<file path="src/hw/rtl/pcanon_pkg.sv">
// Shared types and constants for the path canonicalizer.
`default_nettype none

package pcanon_pkg;

    localparam logic [7:0] SEP_CHAR  = 8'd47;
    localparam logic [7:0] DOT_CHAR  = 8'd46;
    // Longest canonical path that can be produced, in characters.
    localparam int         OUT_LIMIT = 64;

    typedef struct packed {
        logic [7:0] ch;
        logic       is_final;
    } t_in_item;

    typedef struct packed {
        logic [7:0] out_char;
        logic       out_final;
        logic       overflow;
    } t_out_item;

    typedef enum logic [1:0] {
        KIND_EMPTY,
        KIND_DOT,
        KIND_DOTDOT,
        KIND_OTHER
    } t_kind;

    typedef enum logic [1:0] {
        S_IDLE,
        S_FCLOSE,
        S_FORM,
        S_SEND
    } t_state;

    typedef struct packed {
        logic scan;
        logic close;
        logic rd_emit;
        logic load_out;
        logic advance;
        logic flush;
    } t_cmd;

    typedef struct packed {
        logic out_last;
    } t_sts;

endpackage

`default_nettype wire

</file>
<file path="src/hw/rtl/pcanon_dp.sv">
// Datapath: character store, component start stack and output register.
`default_nettype none

module pcanon_dp #(
    parameter int STORE_CHARS    = 64,
    parameter int MAX_COMPONENTS = 32
) (
    input  wire                   i_clk,
    input  wire                   i_rst_n,
    input  pcanon_pkg::t_cmd      i_cmd,
    input  pcanon_pkg::t_in_item  i_in,
    output pcanon_pkg::t_sts      o_sts,
    output pcanon_pkg::t_out_item o_out
);
    import pcanon_pkg::*;

    localparam int SW   = $clog2(STORE_CHARS);
    localparam int LW   = $clog2(STORE_CHARS + 1);
    localparam int IW   = $clog2(MAX_COMPONENTS);
    localparam int CW   = $clog2(MAX_COMPONENTS + 1);
    localparam int SUMW = $clog2(STORE_CHARS + MAX_COMPONENTS + OUT_LIMIT + 2);

    logic [7:0]    r_char_store [STORE_CHARS];
    logic [SW-1:0] r_starts     [MAX_COMPONENTS];

    logic [CW-1:0] r_stack, n_stack;
    logic [LW-1:0] r_len,   n_len;
    logic [LW-1:0] r_cur,   n_cur;
    t_kind         r_kind,  n_kind;
    logic          r_ovf,   n_ovf;
    logic [LW-1:0] r_pos,   n_pos;
    logic [CW-1:0] r_k,     n_k;

    logic [7:0]    r_char_rd;
    logic [SW-1:0] r_start_rd;
    t_out_item     r_out;
    logic          r_slash;

    logic          wr_char;
    logic          wr_start;
    logic          do_close;
    logic [LW-1:0] close_len;
    logic [SUMW-1:0] limit_sum;
    logic [SW-1:0] char_rd_addr;
    logic [IW-1:0] start_rd_addr;
    logic          slash_due;
    logic          char_last;

    always_comb begin
        n_stack   = r_stack;
        n_len     = r_len;
        n_cur     = r_cur;
        n_kind    = r_kind;
        n_ovf     = r_ovf;
        n_pos     = r_pos;
        n_k       = r_k;
        wr_char   = 1'b0;
        wr_start  = 1'b0;
        do_close  = i_cmd.close || (i_cmd.scan && (i_in.ch == SEP_CHAR));
        close_len = r_cur;
        limit_sum = SUMW'(r_len) + SUMW'(r_stack) + SUMW'(1);

        if (i_cmd.scan && (i_in.ch != SEP_CHAR)) begin
            // The kind follows every character, stored or dropped.
            priority if ((r_kind == KIND_EMPTY) && (i_in.ch == DOT_CHAR)) begin
                n_kind = KIND_DOT;
            end else if ((r_kind == KIND_DOT) && (i_in.ch == DOT_CHAR)) begin
                n_kind = KIND_DOTDOT;
            end else begin
                n_kind = KIND_OTHER;
            end
            if (r_len < LW'(STORE_CHARS)) begin
                wr_char = 1'b1;
                n_len   = r_len + 1'b1;
            end else begin
                n_ovf = 1'b1;
            end
        end

        if (do_close) begin
            unique case (r_kind)
                KIND_DOTDOT: begin
                    // The top start entry was read in an earlier cycle: a push
                    // is always followed by at least two dots before this.
                    if (r_stack != '0) begin
                        n_stack   = r_stack - 1'b1;
                        close_len = LW'(r_start_rd);
                    end
                end
                KIND_OTHER: begin
                    if (r_len == r_cur) begin
                        close_len = r_len;
                    end else if ((r_stack >= CW'(MAX_COMPONENTS)) ||
                                 (limit_sum > SUMW'(OUT_LIMIT))) begin
                        n_ovf = 1'b1;
                    end else begin
                        wr_start  = 1'b1;
                        n_stack   = r_stack + 1'b1;
                        close_len = r_len;
                    end
                end
                KIND_EMPTY, KIND_DOT: begin
                    close_len = r_cur;
                end
            endcase
            n_len  = close_len;
            n_cur  = close_len;
            n_kind = KIND_EMPTY;
        end

        if (i_cmd.advance) begin
            if (r_slash) begin
                n_k = r_k + 1'b1;
            end else begin
                n_pos = r_pos + 1'b1;
            end
        end

        if (i_cmd.flush) begin
            n_stack = '0;
            n_len   = '0;
            n_cur   = '0;
            n_kind  = KIND_EMPTY;
            n_ovf   = 1'b0;
            n_pos   = '0;
            n_k     = '0;
        end
    end

    // Reads use next-cycle addresses so the data lines up with the registers.
    always_comb begin
        char_rd_addr = n_pos[SW-1:0];
        if (i_cmd.rd_emit) begin
            start_rd_addr = (n_k < CW'(MAX_COMPONENTS)) ? n_k[IW-1:0] : '0;
        end else begin
            start_rd_addr = (n_stack == '0) ? '0 : IW'(n_stack - 1'b1);
        end
    end

    always_ff @(posedge i_clk) begin
        if (wr_char) begin
            r_char_store[r_len[SW-1:0]] <= i_in.ch;
        end
        r_char_rd <= r_char_store[char_rd_addr];
    end

    // A start written in the same cycle as it is read is passed straight through.
    always_ff @(posedge i_clk) begin
        if (wr_start) begin
            r_starts[r_stack[IW-1:0]] <= r_cur[SW-1:0];
        end
        if (wr_start && (start_rd_addr == r_stack[IW-1:0])) begin
            r_start_rd <= r_cur[SW-1:0];
        end else begin
            r_start_rd <= r_starts[start_rd_addr];
        end
    end

    always_comb begin
        slash_due = (r_stack == '0) ||
                    ((r_k < r_stack) && (r_pos == LW'(r_start_rd)));
        char_last = (LW'(r_pos + 1'b1) == r_len);
    end

    always_ff @(posedge i_clk) begin
        if (!i_rst_n) begin
            r_stack <= '0;
            r_len   <= '0;
            r_cur   <= '0;
            r_kind  <= KIND_EMPTY;
            r_ovf   <= 1'b0;
            r_pos   <= '0;
            r_k     <= '0;
        end else begin
            r_stack <= n_stack;
            r_len   <= n_len;
            r_cur   <= n_cur;
            r_kind  <= n_kind;
            r_ovf   <= n_ovf;
            r_pos   <= n_pos;
            r_k     <= n_k;
        end
    end

    always_ff @(posedge i_clk) begin
        if (i_cmd.load_out) begin
            r_slash         <= slash_due;
            r_out.out_char  <= slash_due ? SEP_CHAR : r_char_rd;
            r_out.out_final <= (r_stack == '0) || (!slash_due && char_last);
            r_out.overflow  <= r_ovf;
        end
    end

    assign o_out          = r_out;
    assign o_sts.out_last = r_out.out_final;

endmodule

`default_nettype wire

</file>
<file path="src/hw/rtl/pcanon_ctrl.sv">
// Controller state machine: scanning, final close and result sequencing.
`default_nettype none

module pcanon_ctrl (
    input  wire                 i_clk,
    input  wire                 i_rst_n,
    input  wire                 i_in_valid,
    input  wire                 i_in_final,
    input  wire                 i_out_ready,
    input  pcanon_pkg::t_sts    i_sts,
    output pcanon_pkg::t_cmd    o_cmd,
    output logic                o_in_ready,
    output logic                o_out_valid
);
    import pcanon_pkg::*;

    t_state r_state, n_state;

    always_ff @(posedge i_clk) begin
        if (!i_rst_n) begin
            r_state <= S_IDLE;
        end else begin
            r_state <= n_state;
        end
    end

    always_comb begin
        n_state = r_state;
        unique case (r_state)
            S_IDLE: begin
                if (i_in_valid && i_in_final) begin
                    n_state = S_FCLOSE;
                end
            end
            S_FCLOSE: begin
                n_state = S_FORM;
            end
            S_FORM: begin
                n_state = S_SEND;
            end
            S_SEND: begin
                if (i_out_ready) begin
                    n_state = i_sts.out_last ? S_IDLE : S_FORM;
                end
            end
        endcase
    end

    always_comb begin
        o_cmd       = '0;
        o_in_ready  = 1'b0;
        o_out_valid = 1'b0;
        unique case (r_state)
            S_IDLE: begin
                o_in_ready = 1'b1;
                o_cmd.scan = i_in_valid;
            end
            S_FCLOSE: begin
                o_cmd.close   = 1'b1;
                o_cmd.rd_emit = 1'b1;
            end
            S_FORM: begin
                o_cmd.load_out = 1'b1;
                o_cmd.rd_emit  = 1'b1;
            end
            S_SEND: begin
                o_out_valid   = 1'b1;
                o_cmd.rd_emit = 1'b1;
                o_cmd.advance = i_out_ready && !i_sts.out_last;
                o_cmd.flush   = i_out_ready && i_sts.out_last;
            end
        endcase
    end

endmodule

`default_nettype wire

</file>
<file path="src/hw/rtl/path_canonicalizer_top.sv">
// A non-final item is taken while idle; the block stays ready for the next item.
// After the final item the controller steps through S_FCLOSE and S_FORM; the first
// result is valid in S_SEND. Each further result is read in S_FORM, then presented in
// S_SEND, where it waits for out_ready; S_FORM is set by the registered store read.
// Reset is synchronous, active low, and clears all control state; stores keep junk.
`default_nettype none

module path_canonicalizer_top #(
    parameter int STORE_CHARS    = 64,
    parameter int MAX_COMPONENTS = 32
) (
    input  wire                   i_clk,
    input  wire                   i_rst_n,
    input  wire                   i_in_valid,
    output logic                  o_in_ready,
    input  pcanon_pkg::t_in_item  i_in,
    output logic                  o_out_valid,
    input  wire                   i_out_ready,
    output pcanon_pkg::t_out_item o_out
);
    import pcanon_pkg::*;

    t_cmd cmd;
    t_sts sts;

    pcanon_ctrl u_ctrl (
        .i_clk       (i_clk),
        .i_rst_n     (i_rst_n),
        .i_in_valid  (i_in_valid),
        .i_in_final  (i_in.is_final),
        .i_out_ready (i_out_ready),
        .i_sts       (sts),
        .o_cmd       (cmd),
        .o_in_ready  (o_in_ready),
        .o_out_valid (o_out_valid)
    );

    pcanon_dp #(
        .STORE_CHARS    (STORE_CHARS),
        .MAX_COMPONENTS (MAX_COMPONENTS)
    ) u_dp (
        .i_clk   (i_clk),
        .i_rst_n (i_rst_n),
        .i_cmd   (cmd),
        .i_in    (i_in),
        .o_sts   (sts),
        .o_out   (o_out)
    );

`ifndef SYNTHESIS
    // No item is taken while a result is pending.
    a_no_overlap: assert property (@(posedge i_clk) disable iff (!i_rst_n)
        !(o_in_ready && o_out_valid))
        else $error("input accepted while a result is pending");

    // A final item leads to a valid first result once the controller has passed S_FCLOSE and S_FORM.
    a_flush_start: assert property (@(posedge i_clk) disable iff (!i_rst_n)
        (i_in_valid && o_in_ready && i_in.is_final) |=> ##2 o_out_valid)
        else $error("no result after final item");

    // Once the last result is taken, the block is ready for a new path.
    a_back_idle: assert property (@(posedge i_clk) disable iff (!i_rst_n)
        (o_out_valid && i_out_ready && o_out.out_final) |=> o_in_ready)
        else $error("block not idle after last result");

    // The overflow flag is the same on every result of one path.
    a_ovf_steady: assert property (@(posedge i_clk) disable iff (!i_rst_n)
        (o_out_valid && i_out_ready && !o_out.out_final) |=> ##1
        (o_out_valid && (o_out.overflow == $past(o_out.overflow, 2))))
        else $error("overflow flag changed within a path");
`endif

endmodule

`default_nettype wire
</file>
<file path="config.mk">
export PLATFORM = sky130hd
export DESIGN_NAME = path_canonicalizer_top
export DESIGN_NICKNAME = d
export VERILOG_FILES = /design/src/hw/rtl/pcanon_pkg.sv /design/src/hw/rtl/pcanon_dp.sv /design/src/hw/rtl/pcanon_ctrl.sv /design/src/hw/rtl/path_canonicalizer_top.sv
export SDC_FILE = /design/constraint.sdc
export NUM_CORES = 1
export LEC_CHECK = 0
export BUFFER_PORTS_ARGS = -buffer_cell sky130_fd_sc_hd__buf_4
export CORE_MARGIN = 1.5
export CORE_UTILIZATION = 40
export CTS_CLUSTER_DIAMETER = 50
export DETAILED_ROUTE_END_ITERATION = 6
export GPL_ROUTABILITY_DRIVEN = 0
export GPL_TIMING_DRIVEN = 0
export PLACE_DENSITY = 0.63
export SYNTH_ARGS = -nofsm -noshare
export SYNTH_HDL_FRONTEND = slang
export SYNTH_SLANG_ARGS = --single-unit
</file>
<file path="constraint.sdc">
create_clock -name i_clk -period 4.27 [get_ports i_clk]
set_input_delay 0.2135 -clock i_clk [delete_from_list [all_inputs] [get_ports i_clk]]
set_output_delay 0.2135 -clock i_clk [all_outputs]
set_load 0.02 [all_outputs]
</file>
# Word level (Yosys, flattened, before mapping)
# Memory sizes are Yosys's and may differ from the RTL's. A register that Yosys moved wholly into a read port is not among the register bits.
# Index checks and enable logic that the tools add are counted.
[classes] n_reduce_logical=29 bitwise_logic=2 add_sub_neg=8 muxes=51 eq_ne=14 magnitude_cmp=5
[op_table] operator="6-bit two-way mux" n=11
[op_table] operator="7-bit two-way mux" n=6
[op_table] operator="1-bit two-way mux" n=23
[op_table] operator="7-bit one-hot mux with 3 select lines" n=1
[op_table] operator="8-bit by 6-bit == test with 1-bit output (second input constant)" n=2
[op_table] operator="5-bit two-way mux" n=3
[op_table] operator="7-bit by 1-bit adder with 7-bit output (second input constant)" n=2
[op_table] operator="7-bit == test" n=2
[op_table] operator="6-bit by 1-bit adder with 6-bit output (second input constant)" n=2
[op_table] operator="6-bit zero test" n=2
[op_table] operator="6-bit one-hot mux with 2 select lines" n=1
[op_table] operator="2-bit two-way mux" n=5
[op_table] operator="1-bit logical AND" n=9
[op_table] operator="7-bit by 6-bit adder with 8-bit output" n=1
[op_table] operator="8-bit by 1-bit adder with 8-bit output (second input constant)" n=1
[op_table] operator="2-bit == test (second input constant)" n=4
[op_table] operator="8-bit by 7-bit greater-than comparator with 1-bit output (second input constant)" n=1
[op_table] operator="8-bit by 6-bit inequality test with 1-bit output (second input constant)" n=1
[op_table] operator="2-bit one-hot mux with 4 select lines" n=1
[op_table] operator="7-bit by 6-bit == test with 1-bit output" n=1
[op_table] operator="7-bit less-than comparator (second input constant)" n=1
[op_table] operator="6-bit >= comparator (second input constant)" n=1
[op_table] operator="6-bit less-than comparator" n=1
[op_table] operator="6-bit less-than comparator (second input constant)" n=1
[op_table] operator="14 further kinds" n=26
[word_totals] memories=2 word_cells=124 output_inout_bits=12 in_bits=13 regBits=49 mem_bits_rw=704
[mem_list] name="u_dp.r_char_store" words=64 word_bits=8 read_ports=1 rd_ports_with_merged_regs=1 wr=1 line="pcanon_dp.sv:23" rtl="logic [7:0] r_char_store [STORE_CHARS];"
[mem_list] name="u_dp.r_starts" words=32 word_bits=6 read_ports=1 rd_ports_with_merged_regs=1 wr=1 line="pcanon_dp.sv:24" rtl="logic [SW-1:0] r_starts [MAX_COMPONENTS];"

# Logic depth before layout (Yosys ltp)
# Gate-level depths: netlist of run 1.
[depth] depth_word=12 ltp_mapped=15 ltp_nobuf=14

# By module
# Synthesis of run 1 repeated with hierarchy kept, for this count alone.
[hier_totals] cells_unflattened=1674 area_unflattened_um2=31209.9
[by_module_without_submodules] module="pcanon_dp" seq_area_each_um2=22451.5 area_per_inst_um2=31086.1 cells_each=1659 n_inst=1
[by_module_without_submodules] module="pcanon_ctrl" seq_area_each_um2=40.0 area_per_inst_um2=123.9 cells_each=15 n_inst=1

# Worst setup path after synthesis of run 1
# Ideal clock, no wire load.
[synth_path] path_kind="reg-to-reg" startpoint="reg u_dp.r_len[0]" endpoint="reg (tool-made name)" n_path_buf=1 synth_period_minus_slack_ps=4038 t_required_ps=4153 setup_ps=117 stages_incl_launch_ff=16 t_arrival_ps=3920 slack_ps=232 cell_sequence="dfxtp_1 clkbuf_1 inv_1 ha_1 fa_1 nor2b_1 o21ai_0 xnor2_1 a2111o_1 a21oi_4 nand2_1 o311ai_1 ha_1 o311ai_2 or3_1 a32o_1"
[synth_lines] item="from (decl)" line="pcanon_dp.sv:27" rtl="logic [LW-1:0] r_len, n_len;"
[synth_lines] item="from (signal assigned)" line="pcanon_dp.sv:176" rtl="r_len <= n_len;"

# Final worst setup path of run 1
[layout_path] startpoint="reg u_dp.r_out, in the netlist u_dp.o_sts" endpoint="reg u_dp.r_char_rd[5] (read register of u_dp.r_char_store)"
[layout_between] elab_chain_len=5 word_cells_on_any_way=6 cone_classes="mux (3); reduce/logical (3)"
[layout_rtl] item="from (decl)" line="pcanon_dp.sv:36" rtl="t_out_item r_out;"
[layout_rtl] item="1-bit zero test" line="pcanon_ctrl.sv:69" rtl="o_cmd.advance = i_out_ready && !i_sts.out_last;"
[layout_rtl] item="1-bit logical AND" line="pcanon_ctrl.sv:69"
[layout_rtl] item="2-bit two-way mux (*)" line="pcanon_ctrl.sv:53" rtl="unique case (r_state)"
[layout_rtl] item="6-bit two-way mux" line="pcanon_dp.sv:111" rtl="if (i_cmd.advance) begin"
[layout_rtl] item="6-bit two-way mux (*)" line="pcanon_dp.sv:119" rtl="if (i_cmd.flush) begin"
[layout_rtl] item="to (decl)" line="pcanon_dp.sv:34" rtl="logic [7:0] r_char_rd;"
# Mark *: on every way between the ends. The rest lies on a longest branch, timed or not.
# A chain may end at the register's enable or synchronous reset.

==> results of run 1 <==
-- metal layers --
metal / GRT usage [%] / wire length, um / share of wire [%] / up-vias
li1: - / - / - / 9073
met1: 29.9 / 35800 / 41 / 10277
met2: 32.7 / 39300 / 45 / 1140
met3: 4.88 / 9080 / 10 / 174
met4: 6.53 / 2370 / 2.7 / 2
met5: 0 / 12 / 0.014 / -
-- repair_timing --
item	in CTS	in global routing
buffers inserted	2	3
hold buffers	3	0
pin swaps	1	4
endpoints found under the setup margin	209	194
hold endpoints to repair	5	0
gates resized for setup	51	58
-- worst max-delay path: stages, from the launching register on --
cell      delay [ps]
edfxtp_1         430
and4b_1          390
and3_1           240
mux2i_1          800
nor2_1           430
clkbuf_1         430
a32oi_1          340
a31oi_1          180
a21oi_1          280
o21ai_0          190
a21oi_1          410
-- registers in the layout (all words and copies together), names as in the netlist, 7 cells and up, named ones only --
signal,cells
u_dp.r_char_rd,8
u_dp.r_cur,7
u_dp.r_pos,7
u_dp.r_starts,192
u_dp.r_char_store,512
u_dp.o_out,9
u_dp.r_len,7
-- synth_stat cells, types with 3 or more instances --
cell type,instances
o21ai_0,33
o31ai_1,4
buf_1,11
buf_4,4
a21o_1,4
inv_1,20
a31oi_1,44
mux2i_1,27
nand3_1,205
o211ai_1,7
a32oi_1,10
clkbuf_8,5
clkbuf_1,114
nor2_1,156
or3_1,14
nand2_1,491
a21oi_1,44
and2_1,10
nand4_1,34
nor2b_1,6
edfxtp_1,715
nor3_1,18
or2_2,3
buf_6,3
and3_1,33
xnor2_1,19
mux4_2,62
dfxtp_1,51
a22oi_1,21
a211oi_1,34
a311oi_1,34
o21a_1,3
ha_1,20
nor4b_1,3
xor2_1,17
nor4_1,4
-- kinds of logic (layout without fill, tap and decap cells) --
group / count (synthesis) / in the layout / synth area share [%]
mux: 91 / 91 / 5.33
fa+ha+maj: 21 / 21 / 0.852
compound gates: 270 / 270 / 6.00
flops: 766 / 766 / 70.9
xor+xnor: 36 / 36 / 0.994
simple gates: 991 / 991 / 13.7
buf+inv: 159 / 355 / 2.17
-- worst min-delay path by stage --
stage | endpoint | cells after the start | slack (ps)
6_report | u_dp.r_kind[0] | 5 | 120
3_5_place_dp | u_dp.r_stack[3] | 2 | 460
2_1_floorplan | u_dp.r_char_store[0][0] | 0 | 310
3_3_place_gp | u_dp.r_stack[3] | 2 | 470
4_1_cts | u_dp.r_kind[1] | 5 | 90
5_1_grt | u_dp.r_kind[0] | 5 | 120
-- power breakdown --
group | internal, mW | switching, mW | leakage (nW)
clock | 4.33 | 3.13 | 1.39
combinational | 0.250 | 0.504 | 3.56
sequential | 8.25 | 0.0532 | 6.86
total | 12.8 | 3.69 | 11.8
-- per-stage QoR --
stage	cells	util (%)
finish	3580	46.3
detailed placement	3408	42.2
CTS	3577	46.1
floorplan	2334	-
global placement	3408	42.2
global route	3580	46.3
-- cell type report --
class | instances | area, um^2
Buffer | 139 | 646
Multi-Input combinational cell | 1409 | 8760
Sequential cell | 766 | 22500
Clock inverter | 58 | 586
Tap cell | 1050 | 1310
Timing Repair Buffer | 32 | 248
Fill cell | 6767 | 42300
Clock buffer | 106 | 2330
Inverter | 20 | 75.1
==> run metrics, run 1 <==
final total power=16.5 mW; fin crit share=99.5%; main area contributors after synthesis=edfxtp_1 68%, nand2_1 5.8%, mux4_2 4.4%, nand3_1 3.2%, dfxtp_1 3.2%; Layout Skew=51.7 ps; detailed-route DRC error count=0; total congestion overflow=0; Setup WS post-layout=22.7 ps; initial antenna violation count=1; Crit Path Category=reg -> reg; syn avg cell area=13.6 um^2; Inserted Clock Buffers=88; clk slew on worst S/H paths=60 ps; Setup WS pre-CTS=-481 ps; Worst-Skew Late Latency=660 ps; WL final=86600 um; Leak=11.8 nW; TritonCTS clock tree=done; normalized max-slew margin=9.36%; share of post-route cells with drive strength above 1=13.0%; Main synth FF type=edfxtp_1; CP endpoint=u_dp.r_char_rd[5]; RSZ-0062 raised after global routing=yes; port bufs=24; Clock Path Buffers=3; area of the die=81000 um^2; first-pass GRT wire length=128000 um; Post-DP Area=33200 um^2; pwr/cell area=453 nW/um^2; achievable clock frequency=235 MHz; Arrival @ worst endpoint=4770 ps; setup violators final=0; Yosys top cell by area=edfxtp_1; post-route minimum period=4250 ps; core area=78700 um^2; Global Route Usage Sum=21.2%; reg2reg start=u_dp.o_sts; Setup TNS Final=0 ps; NumNets Final=2490; Critical Path Start=u_dp.o_sts; DP Wirelength=57200 um; I/O pin count=25; Seq/Total Area, Yosys=70.9%; Post-synth EDFFs=715; H-tree depth=3; Cell variety after synth=74; design area=36500 um^2; starting density of the core=40.3%; Reg2Reg Depth=10; drt wl/cell=24.2 um; Worst-Margin Slew=1360 ps; Post-Syn Instances=2334; Iter 0 DRT Violations=2598; Mapped Area=31700 um^2; Site Rows=103; FF+latch count, synth=766; crit path launch type=register; drt pass-1 iters=6; final antenna-violating net count=0; width of the die=285 um; Max VDD drop=0.296 mV; CTS root buf=clkbuf_16; area delta synth->final=15.0%; r2r setup slk=20 ps; Post-Syn Nets=2368; commonest non-fill, non-tap cell in the layout=edfxtp_1; Via Count=20666; Worst setup EP type=register; async set-or-reset flop fraction in the synthesized netlist=0%; most frequent cells in the layout=715 x edfxtp_1, 486 x nand2_1, 205 x nand3_1; vias in the first global route=19988; Max-Cap Viols=0; HP Class=in -> reg; ant diodes=0; Fin. Hold Viols=0; Hold WS=121 ps; die height=285 um; largest net degree at the start of global routing=67; yosys warns=0; Vias per Instance=5.77; Synth top area share=67.7%; Critical Path Fanout Max=10; outcome=completed; Worst Path Required=4790 ps; RR Endpoint=u_dp.r_char_rd[5]; CTS sink cnt=766; Final Max Tran Viols=0; hold_sp=i_in_valid
No activity file was read; power rests on OpenSTA's default activity.
==> run 2: changes to the inputs <==
- CORE_UTILIZATION: 40 -> 56
- PLACE_DENSITY: 0.63 -> 0.78
- clock period: 4.27 -> 4.4 ns (I/O delays scaled with it)
==> run 2 against run 1 <==
Against the previous run:
- the run now ends with DRC, setup timing left
- worst setup slack worse by 120 ps
- via count rose by 4.4%
- cell count shrank 8.7%
- critical endpoint is now u_dp.r_char_rd[3]
- clock skew shrank 27 ps
==> run metrics, run 2 (same netlist as run 1, synthesis figures left out) <==
reg2reg start=u_dp.o_sts; most frequent cells in the layout=715 x edfxtp_1, 486 x nand2_1, 205 x nand3_1; RR Endpoint=u_dp.r_char_rd[3]; Inserted Clock Buffers=80 (-9.1%); width of the die=241 um (-15%); Worst setup EP type=register; CTS root buf=clkbuf_16; outcome=finished with violations; CP endpoint=u_dp.r_char_rd[3]; Post-DP Area=32800 um^2 (-1.1%); Clock Path Buffers=3 (unchanged); normalized max-slew margin=5.84% (-3.5 points); largest net degree at the start of global routing=67 (unchanged); share of post-route cells with drive strength above 1=12.1% (-0.87 points); CP Depth=12 (+2); die height=241 um (-15%); initial antenna violation count=3 (+2); crit-path cells=and4b_1, nand3_1, nand2_1, clkbuf_1, clkbuf_1, clkbuf_1, nand2_1, nand3_1, a31oi_1, a22oi_1, nand2_1, a21oi_1; I/O pin count=25 (unchanged); pwr/cell area=441 nW/um^2 (-2.6%); HP Class=in -> reg; Seq. cell area=22500 um^2 (about the same); setup violators final=4 (+4); Worst-Margin Slew=1410 ps (+52.7 ps); drt pass-1 iters=7 (+1); Leak=11.7 nW (-0.82%); Crit-path slowest cell=clkbuf_1; max reg flops=512 (unchanged); Critical Path Fanout Max=10 (unchanged); detailed-route DRC error count=4 (+4); Max stage delay on crit path=660 ps (-140 ps); clk slew on worst S/H paths=60 ps (about the same); buffer and inverter count on the worst path=3 (+2); Worst Path Required=4890 ps (+100 ps); Worst-Skew Late Latency=630 ps (-30 ps); NumNets Final=2481 (-0.36%); r2r setup slk=-100 ps (-120 ps); Max-Cap Viols=0 (unchanged); TritonCTS clock tree=done; failing checks=DRC, setup timing; Max VDD drop=0.328 mV (+11%); drt wl/cell=26.7 um (+10%); Final Max Tran Viols=0 (unchanged); Iter 0 DRT Violations=3536 (+36%); Fin. Hold Viols=0 (unchanged); Setup WS post-layout=-97.9 ps (-121 ps); core area=56200 um^2 (-29%); WHS Path Cells=4 (-1); critical path's top delay family=buffers and inverters; total congestion overflow=0 (unchanged); area delta synth->final=13.2%; crit path launch type=register; Fillers=3907 (-42%); first-pass GRT wire length=127000 um (-1.1%); starting density of the core=56.4% (+16 points); Vias per Instance=6.60 (+14%); commonest non-fill, non-tap cell in the layout=edfxtp_1; area of the die=58100 um^2 (-28%); Via Count=21580 (+4.4%); Layout Skew=25.1 ps (-26.6 ps); Site Rows=87 (-16%); WL final=87400 um (+0.90%); design area=35900 um^2 (-1.6%); Arrival @ worst endpoint=4990 ps (+220 ps); CTS sink cnt=766 (unchanged); Reg2Reg Depth=12 (+2); ant diodes=0 (unchanged); Critical Path Start=u_dp.o_sts; Hold WS=162 ps (+40.2 ps); area of the multi-input gates=8750 um^2 (-0.11%); Global Route Usage Sum=30.1% (+8.9 points); vias in the first global route=20845 (+4.3%); final antenna-violating net count=0 (unchanged); fin crit share=102% (+2.8 points); Crit Path Category=reg -> reg; port bufs=24 (unchanged); H-tree depth=3 (unchanged); post-route minimum period=4500 ps (+251 ps); DP Wirelength=55600 um (-2.8%); achievable clock frequency=222 MHz (-5.6%)
[run 2: layout make-up]
class                      count  area share (%)
sequential                   766            62.7
inverter                      20           0.209
timing repair buffer          31           0.677
clock buffer                  96            5.86
clock inverter                52            1.79
multi-input combinational   1409            24.4
buffer                       139            1.74
tap                          756            2.64
[run 2: timing repair]
item                                    CTS  global route
endpoints found under the setup margin  167           204
endpoints found under the hold margin     2             0
pin swaps                                 0             2
hold buffers                              4             0
gates resized for setup                  17            60
buffers inserted                          0             3
[run 2: worst min path at each step]
| stage | slack [ps] | to | startpoint |
|---|---|---|---|
| 6_report | 160 | u_dp.r_len[6] | i_in_valid |
| 3_5_place_dp | 460 | u_dp.o_out[0] | u_dp.r_ovf |
| 5_1_grt | 190 | u_dp.r_len[6] | i_in_valid |
| 2_1_floorplan | 320 | u_dp.r_char_store[0][0] | i_in[1] |
| 3_3_place_gp | 460 | u_dp.o_out[0] | u_dp.r_ovf |
| 4_1_cts | 130 | u_dp.r_len[6] | i_in_valid |
[run 2: stage by stage]
| stage | setup WS, ps | cells | util, % | power (mW) | setup TNS (ps) |
|---|---|---|---|---|---|
| CTS | 9.84 | 3266 | 63.5 | 15.8 | 0 |
| detailed placement | -267 | 3114 | 58.5 | 8.91 | -5890 |
| finish | -97.9 | 3269 | 63.9 | 15.8 | -232 |
| global placement | -104 | 3114 | 58.5 | 8.88 | -314 |
| global route | -13.5 | 3269 | 63.9 | 16.1 | -13.5 |
| floorplan | 362 | 2334 | - | 8.60 | 0 |
[run 2: tightest hold or removal path, delay by kind of cell]
family	cells	cell delay, ps
simple gates	1	160
buf+inv	1	140
compound gates	2	220
[run 2: report_power, final]
part	switching, mW	internal, mW
combinational	0.501	0.243
clock	2.87	4.16
sequential	0.0536	8.01
[run 2: metal layers]
metal	GRT usage (%)	up-vias	share of wire (%)
met5	0	-	0
met4	14.2	0	4.7
met3	7.65	323	13
met2	47.0	1733	46
met1	39.9	10487	36
li1	-	9037	-
